**config.mk**
```make
export PLATFORM = sky130hd
export DESIGN_NAME = motor_speed_pid_step_unit
export DESIGN_NICKNAME = d
export VERILOG_FILES = /design/src/hdl/msps_pkg.sv /design/src/hdl/motor_speed_pid_step_unit.sv /design/src/hdl/msps_regs.sv /design/src/hdl/msps_serial_mac.sv
export SDC_FILE = /design/constraint.sdc
export NUM_CORES = 1
export LEC_CHECK = 0
export BUFFER_PORTS_ARGS = -buffer_cell sky130_fd_sc_hd__buf_2
export CORE_MARGIN = 5
export CORE_UTILIZATION = 40
export CTS_CLUSTER_SIZE = 12
export DETAILED_ROUTE_END_ITERATION = 10
export PLACE_DENSITY_LB_ADDON = 0.12
export SLEW_MARGIN = 30
export SYNTH_ARGS = -nofsm -noshare
export SYNTH_HDL_FRONTEND = slang
export SYNTH_HIERARCHICAL = 1
export SYNTH_SLANG_ARGS = --single-unit
```
**constraint.sdc**
```tcl
create_clock -name aclk -period 6.95 [get_ports aclk]
set_clock_uncertainty 0.2 [all_clocks]
set_input_delay 0.695 -clock aclk [delete_from_list [all_inputs] [get_ports aclk]]
set_output_delay 0.695 -clock aclk [all_outputs]
set_load 0.02 [all_outputs]
```
**src/hdl/msps_pkg.sv**
```systemverilog
// msps_pkg: shared types, widths and codes for the motor speed pid step unit
// no dependencies; imported by every module of the block
`timescale 1ns / 1ps
`default_nettype none

package msps_pkg;

    // field and datapath widths
    localparam int GainW  = 16;              // gains and speed scale, unsigned
    localparam int SpeedW = 16;              // target speed, rpm, drive value
    localparam int ErrW   = 18;              // error and previous error
    localparam int DiffW  = ErrW + 1;        // error minus previous error
    localparam int AccW   = 32;              // clamped error sum
    localparam int IlimW  = 31;              // integral limit
    localparam int OlimW  = 15;              // output limit
    localparam int OperW  = 32;              // serial multiplier operand
    localparam int MacW   = 50;              // product sum, holds all three terms
    localparam int FracSh = 8;               // q8.8 gain fraction bits
    localparam int ResW   = MacW - FracSh;   // product sum without the gain fraction
    localparam int FbSh   = 16;              // q0.16 speed scale fraction bits
    localparam int CntW   = $clog2(GainW + 1);
    localparam int AddrW  = 5;
    localparam int DataW  = 32;

    // configuration register indexes
    typedef enum logic [2:0] {
        REG_PROP_GAIN      = 3'd0,
        REG_INTEG_GAIN     = 3'd1,
        REG_DERIV_GAIN     = 3'd2,
        REG_INTEGRAL_LIMIT = 3'd3,
        REG_OUTPUT_LIMIT   = 3'd4,
        REG_SPEED_SCALE    = 3'd5
    } reg_idx_t;

    typedef struct packed {
        logic [GainW-1:0] prop_gain;
        logic [GainW-1:0] integ_gain;
        logic [GainW-1:0] deriv_gain;
        logic [IlimW-1:0] integral_limit;
        logic [OlimW-1:0] output_limit;
        logic [GainW-1:0] speed_scale;
    } cfg_t;

    // control from the sequencer to the serial multiplier
    typedef struct packed {
        logic load;   // take new operands and start a product
        logic clear;  // start the sum from zero instead of adding on
    } mac_ctrl_t;

    typedef enum logic [2:0] {
        ST_IDLE,
        ST_MUL_FB,
        ST_ERR,
        ST_ACC,
        ST_MUL_P,
        ST_MUL_I,
        ST_MUL_D,
        ST_OUT
    } state_t;

endpackage

`default_nettype wire

```
**src/hdl/motor_speed_pid_step_unit.sv**
```systemverilog
// motor_speed_pid_step_unit: top level, positional pid with clamped integral
// depends on msps_pkg, msps_regs, msps_serial_mac
//
// channel   direction  handshake            payload
// s_        in         s_valid / s_ready    s_target_speed, s_measured_rpm, s_drive_enable
// m_        out        m_valid / m_ready    m_drive_value
// apb       in         psel, penable, ...   paddr, pwdata -> prdata, pready always high
//
// a transaction runs from acceptance to return to idle before a new
// one is accepted, in these steps:
// 4 products of 16 multiplier bits each in the shared bit-serial multiplier, plus
// error, integral clamp and output clamp steps
// the result register lets a new transaction in while the last result waits;
// a stalled m_ready holds the sequencer only in its final step
// synchronous active-low reset clears the config registers and pid state
`timescale 1ns / 1ps
`default_nettype none

module motor_speed_pid_step_unit import msps_pkg::*; (
    input  wire logic                     aclk,
    input  wire logic                     aresetn,
    // input channel
    input  wire logic                     s_valid,
    output logic                          s_ready,
    input  wire logic signed [SpeedW-1:0] s_target_speed,
    input  wire logic signed [SpeedW-1:0] s_measured_rpm,
    input  wire logic                     s_drive_enable,
    // result channel
    output logic                          m_valid,
    input  wire logic                     m_ready,
    output logic signed      [SpeedW-1:0] m_drive_value,
    // configuration port
    input  wire logic                     psel,
    input  wire logic                     penable,
    input  wire logic                     pwrite,
    input  wire logic        [AddrW-1:0]  paddr,
    input  wire logic        [DataW-1:0]  pwdata,
    output logic             [DataW-1:0]  prdata,
    output logic                          pready
);

    cfg_t cfg;

    state_t state_reg;
    state_t state_next;

    // sample captured at acceptance
    logic signed [SpeedW-1:0] target_reg;
    logic                     enable_reg;

    // pid state and per-transaction terms
    logic signed [ErrW-1:0]   err_reg;
    logic signed [ErrW-1:0]   err_next;
    logic signed [ErrW-1:0]   prev_error_reg;
    logic signed [AccW-1:0]   accum_reg;
    logic signed [AccW-1:0]   accum_next;
    logic signed [DiffW-1:0]  diff_reg;
    logic signed [DiffW-1:0]  diff_next;

    // result register
    logic                     out_valid_reg;
    logic signed [SpeedW-1:0] out_data_reg;
    logic signed [SpeedW-1:0] out_data_next;
    logic                     out_load;

    // shared serial multiplier
    mac_ctrl_t                mac_ctrl;
    logic        [GainW-1:0]  mac_mplier;
    logic signed [OperW-1:0]  mac_mcand;
    logic signed [MacW-1:0]   mac_acc;
    logic                     mac_done;

    // combinational datapath terms
    logic signed [SpeedW-1:0] fdb;
    logic signed [AccW:0]     acc_sum;
    logic signed [AccW:0]     ilim_pos;
    logic signed [AccW:0]     ilim_neg;
    logic signed [ResW-1:0]   res;
    logic signed [ResW-1:0]   olim_pos;
    logic signed [ResW-1:0]   olim_neg;
    logic signed [ResW-1:0]   res_clamped;

    msps_regs u_regs (
        .aclk    (aclk),
        .aresetn (aresetn),
        .psel    (psel),
        .penable (penable),
        .pwrite  (pwrite),
        .paddr   (paddr),
        .pwdata  (pwdata),
        .prdata  (prdata),
        .pready  (pready),
        .cfg     (cfg)
    );

    msps_serial_mac u_mac (
        .aclk    (aclk),
        .aresetn (aresetn),
        .ctrl    (mac_ctrl),
        .mplier  (mac_mplier),
        .mcand   (mac_mcand),
        .acc     (mac_acc),
        .done    (mac_done)
    );

    // ---------------- sequencer: next state ----------------
    always_comb begin
        state_next = state_reg;
        unique case (state_reg)
            ST_IDLE:   if (s_valid)  state_next = ST_MUL_FB;
            ST_MUL_FB: if (mac_done) state_next = ST_ERR;
            ST_ERR:                  state_next = ST_ACC;
            ST_ACC:                  state_next = ST_MUL_P;
            ST_MUL_P:  if (mac_done) state_next = ST_MUL_I;
            ST_MUL_I:  if (mac_done) state_next = ST_MUL_D;
            ST_MUL_D:  if (mac_done) state_next = ST_OUT;
            ST_OUT:    if (!out_valid_reg || m_ready) state_next = ST_IDLE;
            default:                 state_next = ST_IDLE;
        endcase
    end

    // ---------------- sequencer: outputs ----------------
    // each product is loaded in the cycle that ends the step before it
    always_comb begin
        s_ready        = 1'b0;
        mac_ctrl.load  = 1'b0;
        mac_ctrl.clear = 1'b0;
        mac_mplier     = cfg.speed_scale;
        mac_mcand      = {{(OperW-SpeedW){s_measured_rpm[SpeedW-1]}}, s_measured_rpm};
        out_load       = 1'b0;
        unique case (state_reg)
            ST_IDLE: begin
                // rpm times speed scale
                s_ready        = 1'b1;
                mac_ctrl.load  = s_valid;
                mac_ctrl.clear = 1'b1;
            end
            ST_ACC: begin
                // proportional term starts a fresh sum
                mac_ctrl.load  = 1'b1;
                mac_ctrl.clear = 1'b1;
                mac_mplier     = cfg.prop_gain;
                mac_mcand      = {{(OperW-ErrW){err_reg[ErrW-1]}}, err_reg};
            end
            ST_MUL_P: begin
                // integral term on the clamped error sum
                mac_ctrl.load  = mac_done;
                mac_mplier     = cfg.integ_gain;
                mac_mcand      = accum_reg;
            end
            ST_MUL_I: begin
                // derivative term on the error difference
                mac_ctrl.load  = mac_done;
                mac_mplier     = cfg.deriv_gain;
                mac_mcand      = {{(OperW-DiffW){diff_reg[DiffW-1]}}, diff_reg};
            end
            ST_OUT: begin
                out_load = !out_valid_reg || m_ready;
            end
            default: begin
                out_load = 1'b0;
            end
        endcase
    end

    // ---------------- datapath ----------------
    // feedback is floor(rpm * scale / 2^16): the upper half of the product
    assign fdb      = mac_acc[FbSh+SpeedW-1:FbSh];
    assign err_next = {{(ErrW-SpeedW){target_reg[SpeedW-1]}}, target_reg}
                    - {{(ErrW-SpeedW){fdb[SpeedW-1]}}, fdb};

    // integral clamp to plus or minus the limit
    assign acc_sum  = {accum_reg[AccW-1], accum_reg}
                    + {{(AccW+1-ErrW){err_reg[ErrW-1]}}, err_reg};
    assign ilim_pos = {{(AccW+1-IlimW){1'b0}}, cfg.integral_limit};
    assign ilim_neg = -ilim_pos;

    always_comb begin
        if (acc_sum > ilim_pos) begin
            accum_next = ilim_pos[AccW-1:0];
        end else if (acc_sum < ilim_neg) begin
            accum_next = ilim_neg[AccW-1:0];
        end else begin
            accum_next = acc_sum[AccW-1:0];
        end
    end

    assign diff_next = {err_reg[ErrW-1], err_reg}
                     - {prev_error_reg[ErrW-1], prev_error_reg};

    // drop the q8.8 fraction (floor), clamp to the output limit, zero when the drive is disabled
    assign res      = mac_acc[MacW-1:FracSh];
    assign olim_pos = {{(ResW-OlimW){1'b0}}, cfg.output_limit};
    assign olim_neg = -olim_pos;

    always_comb begin
        if (res > olim_pos) begin
            res_clamped = olim_pos;
        end else if (res < olim_neg) begin
            res_clamped = olim_neg;
        end else begin
            res_clamped = res;
        end
        out_data_next = enable_reg ? res_clamped[SpeedW-1:0] : '0;
    end

    // ---------------- registers ----------------
    always_ff @(posedge aclk) begin
        if (!aresetn) begin
            state_reg      <= ST_IDLE;
            out_valid_reg  <= 1'b0;
            prev_error_reg <= '0;
            accum_reg      <= '0;
        end else begin
            state_reg <= state_next;
            if (out_load) begin
                out_valid_reg <= 1'b1;
            end else if (m_ready) begin
                out_valid_reg <= 1'b0;
            end
            if (state_reg == ST_ACC) begin
                // pid state advances whether or not the drive is enabled
                accum_reg      <= accum_next;
                prev_error_reg <= err_reg;
            end
        end
    end

    always_ff @(posedge aclk) begin
        if (s_valid && s_ready) begin
            target_reg <= s_target_speed;
            enable_reg <= s_drive_enable;
        end
        if (state_reg == ST_ERR) begin
            err_reg <= err_next;
        end
        if (state_reg == ST_ACC) begin
            diff_reg <= diff_next;
        end
        if (out_load) begin
            out_data_reg <= out_data_next;
        end
    end

    assign m_valid       = out_valid_reg;
    assign m_drive_value = out_data_reg;

endmodule

`default_nettype wire

```
**src/hdl/msps_regs.sv**
```systemverilog
// msps_regs: apb-style configuration registers of the pid step unit
// depends on msps_pkg (cfg_t, reg_idx_t, widths)
`timescale 1ns / 1ps
`default_nettype none

module msps_regs import msps_pkg::*; (
    input  wire logic             aclk,
    input  wire logic             aresetn,
    input  wire logic             psel,
    input  wire logic             penable,
    input  wire logic             pwrite,
    input  wire logic [AddrW-1:0] paddr,
    input  wire logic [DataW-1:0] pwdata,
    output logic      [DataW-1:0] prdata,
    output logic                  pready,
    output cfg_t                  cfg
);

    cfg_t     cfg_reg;
    cfg_t     cfg_next;
    reg_idx_t idx;
    logic     wr_en;

    assign idx    = reg_idx_t'(paddr[AddrW-1:2]);
    assign wr_en  = psel && penable && pwrite;
    assign pready = 1'b1;
    assign cfg    = cfg_reg;

    always_comb begin
        cfg_next = cfg_reg;
        if (wr_en) begin
            unique case (idx)
                REG_PROP_GAIN:      cfg_next.prop_gain      = pwdata[GainW-1:0];
                REG_INTEG_GAIN:     cfg_next.integ_gain     = pwdata[GainW-1:0];
                REG_DERIV_GAIN:     cfg_next.deriv_gain     = pwdata[GainW-1:0];
                REG_INTEGRAL_LIMIT: cfg_next.integral_limit = pwdata[IlimW-1:0];
                REG_OUTPUT_LIMIT:   cfg_next.output_limit   = pwdata[OlimW-1:0];
                REG_SPEED_SCALE:    cfg_next.speed_scale    = pwdata[GainW-1:0];
                default:            cfg_next = cfg_reg;
            endcase
        end
    end

    always_comb begin
        unique case (idx)
            REG_PROP_GAIN:      prdata = DataW'(cfg_reg.prop_gain);
            REG_INTEG_GAIN:     prdata = DataW'(cfg_reg.integ_gain);
            REG_DERIV_GAIN:     prdata = DataW'(cfg_reg.deriv_gain);
            REG_INTEGRAL_LIMIT: prdata = DataW'(cfg_reg.integral_limit);
            REG_OUTPUT_LIMIT:   prdata = DataW'(cfg_reg.output_limit);
            REG_SPEED_SCALE:    prdata = DataW'(cfg_reg.speed_scale);
            default:            prdata = '0;
        endcase
    end

    always_ff @(posedge aclk) begin
        if (!aresetn) begin
            cfg_reg <= '0;
        end else begin
            cfg_reg <= cfg_next;
        end
    end

endmodule

`default_nettype wire

```
**src/hdl/msps_serial_mac.sv**
```systemverilog
// msps_serial_mac: bit-serial shift-add multiply-accumulate, one multiplier bit per cycle
// depends on msps_pkg (mac_ctrl_t, widths)
`timescale 1ns / 1ps
`default_nettype none

module msps_serial_mac import msps_pkg::*; (
    input  wire logic                    aclk,
    input  wire logic                    aresetn,
    input  wire mac_ctrl_t               ctrl,
    input  wire logic        [GainW-1:0] mplier,
    input  wire logic signed [OperW-1:0] mcand,
    output logic signed      [MacW-1:0]  acc,
    output logic                         done
);

    logic signed [MacW-1:0]  mcand_reg;
    logic signed [MacW-1:0]  mcand_next;
    logic        [GainW-1:0] mplier_reg;
    logic        [GainW-1:0] mplier_next;
    logic        [CntW-1:0]  count_reg;
    logic        [CntW-1:0]  count_next;
    logic signed [MacW-1:0]  acc_reg;
    logic signed [MacW-1:0]  acc_next;
    logic signed [MacW-1:0]  addend;
    logic                    busy;

    assign busy = (count_reg != '0);
    assign done = (count_reg == CntW'(1));
    assign acc  = acc_reg;

    always_comb begin
        addend      = (busy && mplier_reg[0]) ? mcand_reg : '0;
        acc_next    = acc_reg + addend;
        mcand_next  = mcand_reg <<< 1;
        mplier_next = mplier_reg >> 1;
        count_next  = busy ? (count_reg - CntW'(1)) : count_reg;
        if (ctrl.load) begin
            // a new product may start on the last step of the previous one
            mcand_next  = {{(MacW-OperW){mcand[OperW-1]}}, mcand};
            mplier_next = mplier;
            count_next  = CntW'(GainW);
            if (ctrl.clear) begin
                acc_next = '0;
            end
        end
    end

    always_ff @(posedge aclk) begin
        if (!aresetn) begin
            count_reg <= '0;
        end else begin
            count_reg <= count_next;
        end
    end

    always_ff @(posedge aclk) begin
        mcand_reg  <= mcand_next;
        mplier_reg <= mplier_next;
        acc_reg    <= acc_next;
    end

endmodule

`default_nettype wire

```
* After elaboration in Yosys (flattened, before gate mapping) *
Index checks and enable logic that the tools add are counted.

word-level totals
  register bits = 353
  input bits = 77
  word-level logic and storage cells = 104

operators by class
  add/sub/neg operators = 7
  magnitude comparators = 4
  eq/ne operators = 19
  muxes and demuxes = 27
  bitwise gates (word level) = 2
  reductions and logical operators = 22

operators by type and width
  kind                  count
  $mux W50              4
  $pmux W31 S6          1
  $pmux W32 S3          1
  $mux W32              2
  $add A50 B50 Y50      1
  $pmux W16 S3          1
  $gt A42 B16 Y1        1
  $lt A42 B42 Y1        1
  $neg A15 Y42          1
  $add A32 B17 Y33      1
  $gt A33 B32 Y1        1
  $lt A33 B33 Y1        1
  $neg A31 Y33          1
  $mux W15              2
  $pmux W3 S8           1
  $eq A3 B3 Y1 const B  6
  $mux W3               6
  $sub A17 B17 Y18      1
  $sub A16 B16 Y17      1
  $mux W16              1
  $eq A3 B2 Y1 const B  4
  $ne A2 B2 Y1 const B  6
  $reduce_and A2 Y1     6
  $mux W5               2
  14 further kinds      28

* Depth between registers and ports, before layout *
Gate-level depths: netlist (run 1).

  word-level depth = 6
  mapped depth = 22
  depth with buffers taken out = 21

* By module *
The synthesis (run 1) kept the hierarchy.

by module, submodules not included
  module                     times used  cells each  area an instance (um^2)  sequential area each (um^2)
  motor_speed_pid_step_unit  1           1551        13103.8                  3103.0
  msps_serial_mac            1           785         6866.6                   2422.3
  msps_regs                  1           517         5004.8                   2202.1

* Worst setup path before layout (run 1) *
OpenSTA, ideal clock, no wires.

  kind = flip-flop to flip-flop
  from = register, netlist name err_reg[16]
  to = register accum_reg[2]
  library setup time = 0.164 ns
  arrival time = 4.844 ns
  path slack = 1.742 ns
  stages on the path, launching flop included = 23
  period minus slack after synthesis = 5.208 ns
  cell sequence = edfxtp_1 > ha_1 > a21o_1 > a21oi_1 > nor2b_1 > a311oi_1 > a21oi_1 > o21ai_0 > a21oi_1 > or4_1 > and2_1 > ha_1 > nand2_1 > nor2_1 > nand2_1 > or4_1 > o21ai_0 > maj3_1 > o22ai_2 > o21bai_4 > buf_6 > mux2i_1 > a21oi_1

between the ends
  longest elaborated chain between the ends = 4

ends and longest elaborated chain
  element                 line                              RTL
  $add A32 B17 Y33 *      motor_speed_pid_step_unit.sv:174  + {{(AccW+1-ErrW){err_reg[ErrW-1]}}, err_reg};
  $lt A33 B33 Y1          motor_speed_pid_step_unit.sv:181  end else if (acc_sum < ilim_neg) begin
  $mux W32                motor_speed_pid_step_unit.sv:181
  $mux W32 *              motor_speed_pid_step_unit.sv:179  if (acc_sum > ilim_pos) begin
  end signal: assignment  motor_speed_pid_step_unit.sv:223  accum_reg <= accum_next;
  end: declaration        motor_speed_pid_step_unit.sv:55   logic signed [AccW-1:0] accum_reg;

Every way passes the cells marked *; elsewhere a longest branch is shown, timed or not.
A chain may end at the register's enable or synchronous reset.

* Worst setup path after layout (run 1) *
  from = register, netlist name err_reg[16]
  to = register accum_reg[31]

between the ends
  longest elaborated chain between the ends = 4

ends and longest elaborated chain
  element             line
  $add A32 B17 Y33 *  motor_speed_pid_step_unit.sv:174
  $lt A33 B33 Y1      motor_speed_pid_step_unit.sv:181
  $mux W32            motor_speed_pid_step_unit.sv:181
  $mux W32 *          motor_speed_pid_step_unit.sv:179

Marked as above.

==> flow_summary.yaml, run 1 <==
status:
  status: "finished, final reports clean"
timing:
  tightest_slew_ns: 0.989
  fin_crit_ns: 6.13
  relSlewSlack: 0.337
  fmax_ghz: 0.163
  holdWs_ns: 0.0802
  rsz0062_at_grt: "false"
  final-max-slew-violation-count: 0
  final-hold-violation-count: 0
  finalSetupViolCount: 0
  finalSetupTns_ns: 0
  fin_crit_sh: 0.882
die:
  die_w_um: 260
  dieArea_um2: 67500
  ios: 128
  core_um2: 61800
  floorplan.initialDensity: 0.404
  die_h_um: 260
  rows: 91
power:
  power.total_mw: 7.15
  p_leak_nw: 11.8
  powerDensity_nw_per_um2: 259
  max-vdd-ir-drop_mv: 0.212
finish:
  multi_input_area_um2: 15900
  drive_gt1_frac: 0.136
  area_delta_synth_final_pct: 10.6
  utilization: 0.447
  num-nets-final: 3217
  fill_cells: 6081
  seqCellArea_um2: 7730
  largest_reg_flops: 110
place:
  detailed_place_hpwl_um: 62000
  port_buffers: 122
  routabilityCongestion: 0.886
yosys:
  yosys-top-cells-count: "nand2_1 (306), dfxtp_1 (284), ha_1 (238)"
  seq_area_frac_synth: 0.309
  synthFlopType: "dfxtp_1"
  synth_top_area_frac: 0.228
  synth_most_common_cell: "nand2_1"
  synth_fp_nets: 3172
  synthCells: 2853
  syn-cell-area_um2: 25000
  synth_top_area_cell: "dfxtp_1"
  yosys_warnings: 6
  avgSynthCellArea_um2: 8.75
  synth_area_leaders: "dfxtp_1 (23%), ha_1 (12%), edfxtp_1 (8.2%)"
  async_reset_ff_frac: 0
  synth_edf_count: 68
  ys_ff_latch: 352
  yosysUniqueCellTypes: 103
grt:
  track_usage: 0.234
  antenna_found_initial: 1
  grt_pass1_wl_um: 124000
  grt_max_degree: 77
  grt_overflow: 0
  grt_pass1_vias: 20833
setup_path:
  cp_max_fo: 24
  crit_required_ns: 7.24
  setup.worst_path.class: "register to register"
  cp-end-kind: "register"
  critical_path.startpoint_type: "register"
  cp_data_arrival_time_ns: 6.42
clock_network:
  clk_path_buf_depth: 3
  cts_root_buf: "clkbuf_16"
  cts_resized: 0
  worstSkewPairLatency_ns: 0.59
  cts.hold.buffers_added: 0
  cts.sinks: 352
  htreeDepth: 2
  cts_made_buffers: 43
  clkTransAtPathRegs_ns: 0.07
  post-cts-setup-buffers: 0
  cts_tree: "done"
min_path:
  min_path_type: "input pin to register"
routing:
  drt-initial-drc-count: 1508
  dr.pass1.iters: 5
  routedWlPerCell_um: 21.6
  ant_nets: 0
  routed_wl_um: 81600
  viasPerCell: 5.69
  vias: 21466
  drc: 0
flow_run:
  cap_viol_max_count: 0
[logic make-up (layout without fill, tap and decap cells)]
group | after synthesis | in the layout | synth area share
fa+ha+maj | 243 | 243 | 0.123
simple gates | 878 | 878 | 0.174
xor+xnor | 128 | 128 | 0.0449
other cells | 2 | 3 | 0.000301
flops | 352 | 352 | 0.309
buf+inv | 327 | 406 | 0.0547
mux | 260 | 260 | 0.109
compound gates | 663 | 663 | 0.185
[path summary, 6_finish.rpt]
| check | start | end | slack [ns] | depth (start not counted) |
|---|---|---|---|---|
| max | err_reg[16]$_DFFE_PP_ | accum_reg[31]$_SDFFE_PN0N_ | 0.82 | 22 |
| min | s_drive_enable | enable_reg$_DFFE_PP_ | 0.08 | 1 |
| max reg2reg | err_reg[16]$_DFFE_PP_ | accum_reg[31]$_SDFFE_PN0N_ | 0.82 | 22 |
| min reg2reg | u_mac/mplier_reg[1]$_DFF_P_ | u_mac/mplier_reg[0]$_DFF_P_ | 0.26 | 1 |
[critical path, stage by stage, from the launching register on]
cell	delay, ns
edfxtp_1	0.59
ha_1	0.51
a21o_1	0.23
a21oi_1	0.16
nor2b_1	0.07
a311oi_1	0.29
a21oi_1	0.21
o21ai_0	0.28
a21oi_1	0.13
or4_1	0.54
and2_1	0.24
ha_1	0.31
nand2_1	0.05
nor2_1	0.16
nand2_1	0.15
or4_1	0.56
o21ai_0	0.12
maj3_1	0.23
o22ai_2	0.12
o21bai_4	0.15
buf_4	0.35
o2111ai_1	0.22
a21boi_1	0.19
[cells in the final DEF (no fill, tap or decap), types with 22 or more instances in the layout]
cell / instances
a21boi_0: 29
o21ai_1: 32
xor2_1: 33
o21ai_0: 116
a21o_1: 88
nor4_1: 22
nand3_1: 62
mux2i_1: 179
clkbuf_16: 44
edfxtp_1: 68
xnor2_1: 95
buf_2: 121
and2_1: 22
buf_4: 35
a21oi_1: 129
inv_1: 168
a31oi_1: 28
a22oi_1: 32
nor2_1: 152
and3_1: 78
mux2_2: 80
nand2b_1: 27
nor2b_1: 35
o221a_2: 29
dfxtp_1: 283
ha_1: 238
nand2_1: 306
o21bai_1: 22
nand4_1: 53
nor3_1: 43
[area by class of cell]
type                            count  share of cell area
Tap cell                          837              0.0379
Clock inverter                     20             0.00548
Clock buffer                       59              0.0441
Sequential cell                   352               0.280
Inverter                          170              0.0231
Antenna cell                        1           0.0000906
Timing Repair Buffer              157              0.0319
Multi-Input combinational cell   2174               0.578
[layer usage]
layer  routed length [um]  GRT usage
met1                37900      0.325
met5                   13          0
met3                 4200     0.0312
met2                37500      0.386
met4                 1940     0.0594
[per-stage QoR]
stage,instances,setup WS [ns],instance area (um2)
floorplan,2853,1.74,25000
global route,3769,0.373,27600
global placement,3690,0.914,26200
CTS,3769,0.785,27600
detailed placement,3690,0.831,26200
finish,3770,0.823,27600
[report_power, final]
part / leakage [nW] / internal (mW) / switching (mW) / total, mW
Clock: 0.680 / 1.24 / 0.968 / 2.21
Combinational: 8.19 / 0.858 / 1.57 / 2.43
Sequential: 2.94 / 2.33 / 0.185 / 2.51
Total: 11.8 / 4.43 / 2.72 / 7.15
Note: power is estimated with default switching activity, not from simulation.
==> inputs of run 2 (changes only) <==
- ABC_AREA: unset -> 1
- CTS_BUF_LIST: unset -> sky130_fd_sc_hd__clkbuf_16
- SKIP_CTS_REPAIR_TIMING: unset -> 1
==> flow_summary.yaml, run 2 <==
place:
  detailed_place_hpwl_um: 69100
  routabilityCongestion: 0.954
  dpl-instance-area_um2: 28000
  port_buffers: 122
clock_network:
  clk_path_buf_depth: 3
  worstSkewPairLatency_ns: 0.60
  htreeDepth: 2
  cts.sinks: 352
  clkTransAtPathRegs_ns: 0.06
  cts_made_buffers: 45
  cts_root_buf: "clkbuf_16"
  cts_tree: "done"
timing:
  fin_crit_ns: 5.46
  finalSetupTns_ns: 0
  holdWs_ns: 0.0723
  tightest_slew_ns: 0.979
  rsz0062_at_grt: "false"
  finalSetupViolCount: 0
  fin_crit_sh: 0.786
  relSlewSlack: 0.347
  fmax_ghz: 0.183
  final-max-slew-violation-count: 0
  final-hold-violation-count: 0
yosys:
  seq_area_frac_synth: 0.290
  synth_fp_nets: 4486
  synth_most_common_cell: "nand2_1"
  synthFlopType: "dfxtp_1"
  synth_compound_area_frac: 0.103
  yosys_warnings: 6
  synth_xor_area_frac: 0.0292
  synth_top_family_by_area: "simple AND/OR/NAND/NOR gates"
  syn-cell-area_um2: 26700
  avgSynthCellArea_um2: 6.40
  synthCells: 4167
  synth_top_area_frac: 0.213
  ys_ff_latch: 352
  synth_edf_count: 68
  synth_top_area_cell: "dfxtp_1"
  synth-simple-area-share: 0.360
  async_reset_ff_frac: 0
  synth_mux_area_frac: 0
  synth_fa_ha_area_frac: 0.115
  synth_area_leaders: "dfxtp_1 (21%), nand2_1 (17%), ha_1 (11%)"
  yosys-top-cells-count: "nand2_1 (1232), inv_1 (536), nor2_1 (533)"
  yosysUniqueCellTypes: 61
grt:
  antenna_found_initial: 0
  grt_pass1_wl_um: 141000
  track_usage: 0.249
  grt_pass1_vias: 24335
  grt_max_degree: 62
  grt_overflow: 0
setup_path:
  r2r_slack_ns: 1.49
  crit_required_ns: 7.14
  setup.worst_path.class: "register to register"
  cp_max_fo: 26
  cp-end-kind: "register"
  cp_data_arrival_time_ns: 5.65
  critical_path.startpoint_type: "register"
power:
  switching_share: 0.428
  switchingPower_mw: 3.81
  p_leak_nw: 14.4
  power.total_mw: 8.91
  internal-power_mw: 5.10
  max-vdd-ir-drop_mv: 0.219
  clkPwrFrac: 0.265
  pwr-share-seq: 0.305
  combPwrFrac: 0.431
  powerDensity_nw_per_um2: 302
routing:
  routedWlPerCell_um: 17.8
  routed_wl_um: 91300
  viasPerCell: 5.14
  vias: 26336
  dr.pass1.iters: 5
  ant_nets: 0
  drt-initial-drc-count: 2219
  drc: 0
die:
  dieArea_um2: 72000
  rows: 94
  die_h_um: 268
  die_w_um: 268
  ios: 128
  core_um2: 66000
  floorplan.initialDensity: 0.405
finish:
  final_cell_area_um2: 29500
  area_delta_synth_final_pct: 10.4
  layout_common_cells: "nand2_1 (1232), inv_1 (546), nor2_1 (527), dfxtp_1 (284), nand3_1 (256)"
  largest_reg_flops: 110
  final_common_cell: "nand2_1"
  num_antenna_cells: 0
  num-nets-final: 4547
  drive_gt1_frac: 0.0793
status:
  status: "finished, final reports clean"
min_path:
  min_path_type: "input pin to register"
flow_run:
  cap_viol_max_count: 0
[run 2: cell types whose count changed after synthesis, moves of 124 or more]
cell,change
a21oi_1,+124
inv_1,+368
mux2i_1,-179
nand2_1,+926
nand3_1,+194
nor2_1,+380
[run 2: kinds of logic after synthesis]
group,Yosys count
flip-flops,352
AO/OA/AOI/OAI,506
adder cells (fa/ha/maj),242
XOR/XNOR,89
other,2
buffers and inverters,698
AND/OR/NAND/NOR,2278
[run 2: power by group through the flow]
| stage | combinational, mW | clock (mW) | sequential [mW] |
|---|---|---|---|
| after floorplan | 2.80 | 0 | 2.63 |
| after detailed placement | 3.79 | 0 | 2.75 |
| final | 3.84 | 2.36 | 2.71 |
| after global placement | 3.76 | 0 | 2.75 |
| after global routing | 4.38 | 2.49 | 2.74 |
| after CTS | 3.82 | 2.40 | 2.71 |
[run 2: per-layer routing]
layer	GRT usage	part of all wire	vias up
li1	-	-	13451
met5	0	0	-
met3	0.0325	0.064	113
met1	0.369	0.48	12008
met2	0.383	0.43	764
met4	0.0642	0.025	0
[run 2: final cells by class]
class | instances | area (um2)
Tap cell | 864 | 1080
Multi-Input combinational cell | 3117 | 16300
Clock buffer | 46 | 1150
Inverter | 567 | 2130
Fill cell | 7209 | 36500
Sequential cell | 352 | 7730
Clock inverter | 34 | 304
Timing Repair Buffer | 145 | 818
[run 2: metrics by stage]
stage,utilization,setup slack [ns],cells
after floorplan,-,2.94,4167
after global placement,0.424,1.67,5044
after detailed placement,0.425,1.58,5045
after CTS,0.447,1.53,5125
after global routing,0.447,0.967,5125
final,0.447,1.49,5125
[run 2: final timing paths]
path | start | end | cells after the start
worst min-delay path | s_target_speed[7] | target_reg[7]$_DFFE_PP_ | 1
worst max register to register | u_regs/cfg[17]$_SDFFE_PN0P_ | m_drive_value[13]$_SDFFCE_PN0P_ | 22
worst max-delay path | u_regs/cfg[17]$_SDFFE_PN0P_ | m_drive_value[13]$_SDFFCE_PN0P_ | 22
worst min register to register | u_mac/mplier_reg[3]$_DFF_P_ | u_mac/mplier_reg[2]$_DFF_P_ | 2
[run 2: worst max-delay path: stages (launching register included)]
cell and delay (ns):
dfxtp_1 0.41, inv_1 0.18, ha_1 0.21, nand3_1 0.12, nor3_1 0.27, nand2_1 0.12, nor2_1 0.21, nand4_1 0.18
nor2_1 0.12, nand2_1 0.20, nor3_1 0.56, ha_1 0.24, nand4_1 0.13, nor3_1 0.23, and3_1 0.24, nand4_1 0.13
nand3_1 0.11, nand2_1 0.05, nand2_1 0.66, inv_1 0.31, nand2_1 0.13, nand3_1 0.07, o21ai_0 0.16
